<file path="src/hw/rtl/lrts_pkg.sv">
`default_nettype none

package lrts_pkg;

  localparam int TASK_SLOTS = 16;
  localparam int SLOT_W     = $clog2(TASK_SLOTS);

  localparam int ID_W     = 16;
  localparam int TIME_W   = 32;
  localparam int BURST_W  = 16;
  localparam int SUM_W    = 40;
  localparam int STATUS_W = 2;

  localparam logic [STATUS_W-1:0] STATUS_OK   = 2'd0;
  localparam logic [STATUS_W-1:0] STATUS_FULL = 2'd1;
  localparam logic [STATUS_W-1:0] STATUS_ZERO = 2'd2;

  localparam logic ACTION_LOAD = 1'b0;
  localparam logic ACTION_TICK = 1'b1;

  typedef struct packed {
    logic               action;
    logic [ID_W-1:0]    task_id;
    logic [TIME_W-1:0]  arrival_time;
    logic [BURST_W-1:0] burst_length;
  } lrts_in_t;

  typedef struct packed {
    logic [STATUS_W-1:0] status;
    logic                busy_res;
    logic                finished;
    logic [ID_W-1:0]     done_id;
    logic [TIME_W-1:0]   completion_time;
    logic [TIME_W-1:0]   waiting_time;
    logic [TIME_W-1:0]   turnaround_time;
    logic [SUM_W-1:0]    total_waiting;
    logic [SUM_W-1:0]    total_turnaround;
    logic [TIME_W-1:0]   time_now;
  } lrts_out_t;

  // Best candidate seen so far, passed from cell to cell.
  typedef struct packed {
    logic               found;
    logic [BURST_W-1:0] rem;
    logic [ID_W-1:0]    id;
    logic [TIME_W-1:0]  arrival;
    logic [BURST_W-1:0] burst;
    logic [SLOT_W-1:0]  idx;
  } lrts_cand_t;

  // Broadcast from the controller to every cell.
  typedef struct packed {
    logic               load_en;
    logic [ID_W-1:0]    load_id;
    logic [TIME_W-1:0]  load_arrival;
    logic [BURST_W-1:0] load_burst;
    logic [TIME_W-1:0]  time_now;
    logic               apply;
    logic               pick_found;
    logic [SLOT_W-1:0]  pick_idx;
  } lrts_cmd_t;

  typedef enum logic [2:0] {
    S_IDLE,
    S_LOAD,
    S_SEARCH,
    S_APPLY,
    S_TURN,
    S_WAIT,
    S_SUM,
    S_DONE
  } lrts_state_t;

  function automatic logic [SUM_W-1:0] sat_add(input logic [SUM_W-1:0] a,
                                               input logic [TIME_W-1:0] b);
    logic [SUM_W:0] s;
    s = {1'b0, a} + {{(SUM_W + 1 - TIME_W){1'b0}}, b};
    return s[SUM_W] ? {SUM_W{1'b1}} : s[SUM_W-1:0];
  endfunction

endpackage

`default_nettype wire

</file>
<file path="src/hw/rtl/lrts_cell.sv">
`default_nettype none

module lrts_cell (
  input  wire logic                     clk,
  input  wire logic                     rst_n,
  input  wire logic [lrts_pkg::SLOT_W-1:0] slot_idx,
  input  wire lrts_pkg::lrts_cmd_t      cmd,
  input  wire logic                     claim_in,
  output logic                          claim_out,
  input  wire lrts_pkg::lrts_cand_t     cand_in,
  output lrts_pkg::lrts_cand_t          cand_out
);

  logic                            used_r;
  logic [lrts_pkg::ID_W-1:0]       id_r;
  logic [lrts_pkg::TIME_W-1:0]     arr_r;
  logic [lrts_pkg::BURST_W-1:0]    burst_r;
  logic [lrts_pkg::BURST_W-1:0]    rem_r;
  lrts_pkg::lrts_cand_t            cand_r;
  lrts_pkg::lrts_cand_t            cand_nxt;
  logic                            take;
  logic                            hit;
  logic                            eligible;

  // A load goes to the first free cell; claim ripples toward higher slots.
  assign take      = cmd.load_en && !used_r && !claim_in;
  assign claim_out = claim_in || !used_r;

  assign hit      = cmd.apply && cmd.pick_found && (cmd.pick_idx == slot_idx);
  assign eligible = used_r && (arr_r <= cmd.time_now);

  // Strict compare keeps the lower slot on a tie.
  always_comb begin
    cand_nxt = cand_in;
    if (eligible && (!cand_in.found || (rem_r > cand_in.rem))) begin
      cand_nxt.found   = 1'b1;
      cand_nxt.rem     = rem_r;
      cand_nxt.id      = id_r;
      cand_nxt.arrival = arr_r;
      cand_nxt.burst   = burst_r;
      cand_nxt.idx     = slot_idx;
    end
  end

  always_ff @(posedge clk) begin
    if (!rst_n) begin
      used_r <= 1'b0;
      cand_r <= '0;
    end else begin
      cand_r <= cand_nxt;
      if (take) begin
        used_r <= 1'b1;
      end else if (hit && (rem_r == lrts_pkg::BURST_W'(1))) begin
        used_r <= 1'b0;
      end
    end
  end

  always_ff @(posedge clk) begin
    if (take) begin
      id_r    <= cmd.load_id;
      arr_r   <= cmd.load_arrival;
      burst_r <= cmd.load_burst;
      rem_r   <= cmd.load_burst;
    end else if (hit) begin
      rem_r <= rem_r - lrts_pkg::BURST_W'(1);
    end
  end

  assign cand_out = cand_r;

endmodule

`default_nettype wire

</file>
<file path="config.mk">
export PLATFORM = sky130hd
export DESIGN_NAME = lrts_cell
export DESIGN_NICKNAME = d
export VERILOG_FILES = /design/src/hw/rtl/lrts_pkg.sv /design/src/hw/rtl/lrts_cell.sv
export SDC_FILE = /design/constraint.sdc
export NUM_CORES = 1
export LEC_CHECK = 0
export BUFFER_PORTS_ARGS = -buffer_cell sky130_fd_sc_hd__buf_2
export CAP_MARGIN = 10
export CORE_ASPECT_RATIO = 0.5
export CORE_MARGIN = 8
export CORE_UTILIZATION = 45
export CTS_CLUSTER_DIAMETER = 80
export DETAILED_ROUTE_END_ITERATION = 10
export GPL_TIMING_DRIVEN = 1
export HOLD_SLACK_MARGIN = 0.02
export PLACE_DENSITY = 0.86
export SYNTH_ARGS = -nofsm -noshare
export SYNTH_HDL_FRONTEND = slang
export SYNTH_SLANG_ARGS = --single-unit
</file>
<file path="constraint.sdc">
create_clock -name clk -period 4 [get_ports clk]
set_clock_uncertainty 0.1 [all_clocks]
set_input_delay 0.2 -clock clk [delete_from_list [all_inputs] [get_ports clk]]
set_output_delay 0.2 -clock clk [all_outputs]
set_load 0.02 [all_outputs]
</file>
==> flow_metrics.tcl <==
set metrics [dict create \
    yosys_register_bits 166 \
    grt-ovfl-total 0 \
    setup_violations 0 \
    ir_drop_mv 0.351 \
    rsz0062_at_grt "no" \
    gp_congestion 0.921 \
    drt-initial-drc-count 452 \
    drive_above_1_share 0.279 \
    r2r-start "rem_r[13]$_DFFE_PP_" \
    critPathBufInv 2 \
    grt_max_degree 106 \
    ys_async_sr_fraction 0 \
    core_um2 16400 \
    cts.sinks 166 \
    power.density_nw_per_um2 386 \
    die_area_um2 21400 \
    grt_pass1_wl_um 41200 \
    antenna_found_initial 6 \
    fmax_ghz 0.280 \
    numPortBuffers 280 \
    hold_path_end "burst_r[12]$_DFFE_PP_" \
    slew_viol_final 0 \
    crit_chain "ha_1, nand4_1, nor4_1, o21a_1, o21ai_1, nor3_4, buf_12, mux2i_1, dlygate4sd3_1" \
    drt_wl_total_um 26700 \
    hold_violations 0 \
    synthesis.nets 953 \
    die_x_um 199 \
    drc_errors 0 \
    num_rows 33 \
    slowest_stage "dlygate4sd3_1" \
    cp.required_ps 4260 \
    p_total_mw 4.34 \
    min_from "claim_in" \
    synthCells 708 \
    reg2reg_slack_ps 430 \
    status "complete, no violations" \
    crit_path_start_kind "flop" \
    holdCritPathClass "in2reg" \
    yosysUniqueCellTypes 40 \
    synth_edf_count 80 \
    crit_fanout 45 \
    cts_root_buffer "clkbuf_16" \
    worstSetupEndpointType "flop" \
    firstDrtPassIters 7 \
    min_path_cells 3 \
    worstRegToRegCells 9 \
    ant_nets 0 \
    regArea_um2 4120 \
    layout_min_cycle_time_ps 3570 \
    grt_pass1_vias 7848 \
    cellLeakagePower_nw 5.16 \
    worst_pin_slew_ps 1050 \
    ctsLongestPathBuffers 2 \
    yosys_warnings 0 \
    wl_per_cell_um 19.3 \
    clkLatencyLatePin_ps 430 \
    htree_levels 4 \
    cts_tree "yes" \
    syn2layout_area_growth_pct 49.3 \
    cts_resized 0 \
    vias 7117 \
    arrival_ps 3830 \
    max_cap_viol_count 0 \
    dp_hpwl_um 16900 \
    cts_made_buffers 17 \
    r2r-end "cand_out[3]$_SDFF_PN0_" \
    grtUsageTotal 0.245 \
    yosysSeqAreaShare 0.548 \
    clk_pin_slew_ps 70 \
    pin_count 281 \
    relSlewSlack 0.301 \
    finalCritPeriodShare 0.893 \
    ys.flop_type "dfxtp_1" \
    path_delay_family "simple AND/OR/NAND/NOR gates" \
    syn_area_per_cell_um2 10.6 \
    stdcell_count 1384 \
    syn_area_um2 7530 \
    die_h_um 107 \
    start_util 0.459 \
    crit_type "reg2reg" \
    setup_tns_ps 0 \
    fillCellCount 1118 \
    multiInputGateArea_um2 3020 \
    placed_cells 1190 \
    critical-path-max-stage-delay_ps 600 \
    nets 1382 \
    vias_per_cell 5.14 \
]
## worst max path at each step
stage	from	end	slack, ps	depth (start not counted)
after floorplan	used_r$_SDFFE_PN0P_	rem_r[0]$_DFFE_PP_	240	3
after global placement	rem_r[12]$_DFFE_PP_	cand_out[58]$_SDFF_PN0_	1020	8
after detailed placement	rem_r[13]$_DFFE_PP_	cand_out[54]$_SDFF_PN0_	880	8
after CTS	rem_r[13]$_DFFE_PP_	cand_out[1]$_SDFF_PN0_	360	9
after global routing	rem_r[14]$_DFFE_PP_	cand_out[3]$_SDFF_PN0_	200	9
final	rem_r[13]$_DFFE_PP_	cand_out[3]$_SDFF_PN0_	430	9
## repair_timing
action	4_1_cts	5_1_grt
hold endpoints to repair	162	0
hold buffers	153	0
setup endpoints to repair	0	2
buffers inserted	0	2
## cell usage after synthesis (6+ instances only)
master    count  area share
nor2_1        7      0.0035
nand4_1       8      0.0066
inv_1        52       0.026
nand3_1       7      0.0047
clkbuf_1     22       0.011
nor4_1        7      0.0058
xnor2_1      11       0.013
o21ai_0      19       0.013
a21oi_1      19       0.013
buf_8         6       0.012
edfxtp_1     80        0.32
ha_1         50       0.083
mux2i_1      84        0.11
nand2_1     199       0.099
nor3_1        7      0.0047
dfxtp_1      86        0.23
## area by class of cell
class / instances / area share
Timing Repair Buffer: 441 / 0.270
Multi-Input combinational cell: 459 / 0.269
Tap cell: 227 / 0.0253
Antenna cell: 7 / 0.00156
Sequential cell: 166 / 0.367
Clock buffer: 20 / 0.0407
Inverter: 52 / 0.0174
Clock inverter: 12 / 0.00924
## per-layer routing
| layer | GRT usage | share of wire | wire length [um] | vias to the layer above |
|---|---|---|---|---|
| met1 | 0.263 | 0.35 | 9460 | 3272 |
| met2 | 0.432 | 0.52 | 13800 | 419 |
| li1 | - | - | - | 3285 |
| met4 | 0.167 | 0.057 | 1530 | 0 |
| met3 | 0.0552 | 0.074 | 1970 | 141 |
| met5 | 0 | 0 | 0 | - |
## state kept, by name, indices dropped and copies added, names as in the netlist
name / flops
rem_r: 16
used_r: 1
cand_out: 85
arr_r: 32
id_r: 16
burst_r: 16
## cells in the final DEF, fill, tap and decap left out, types with 8 or more instances in the layout
cell / Yosys / routed
mux2i_1: 84 / 84
inv_1: 52 / 52
xnor2_1: 11 / 11
buf_2: 0 / 279
a21oi_1: 19 / 19
ha_1: 50 / 50
edfxtp_1: 80 / 80
o21ai_0: 19 / 19
dfxtp_1: 86 / 86
nand2_1: 199 / 199
dlygate4sd3_1: 0 / 153
nand4_1: 8 / 8
clkbuf_16: 0 / 17
## cells by family after synthesis
kind of cell | Yosys count | share of synthesized area
buffers and inverters | 83 | 0.0524
muxes | 84 | 0.112
xor gates and xnor gates | 16 | 0.0186
DFF | 166 | 0.548
AOI/OAI and AO/OA | 58 | 0.0459
adders and majority gates | 50 | 0.0831
and+or+nand+nor | 251 | 0.140
## where the power goes
group	internal (mW)	switching [mW]	leakage, nW
clock	0.852	0.750	0.278
combinational	0.356	0.419	3.41
sequential	1.90	0.0556	1.46
## through the flow
step                       util  hold slack, ps  cell area (um2)  setup WS (ps)
after global routing      0.685             243            11200            196
final                     0.685             247            11200            426
after global placement    0.556             277             9110           1020
after CTS                 0.683             234            11200            357
after detailed placement  0.556             278             9110            878
after floorplan               -             199             7530            240
## tightest hold or removal path, cell delays in order
cell and delay [ps]:
buf_2 100, nor3b_2 60, buf_4 210
Power figures use the tool's default switching activity.
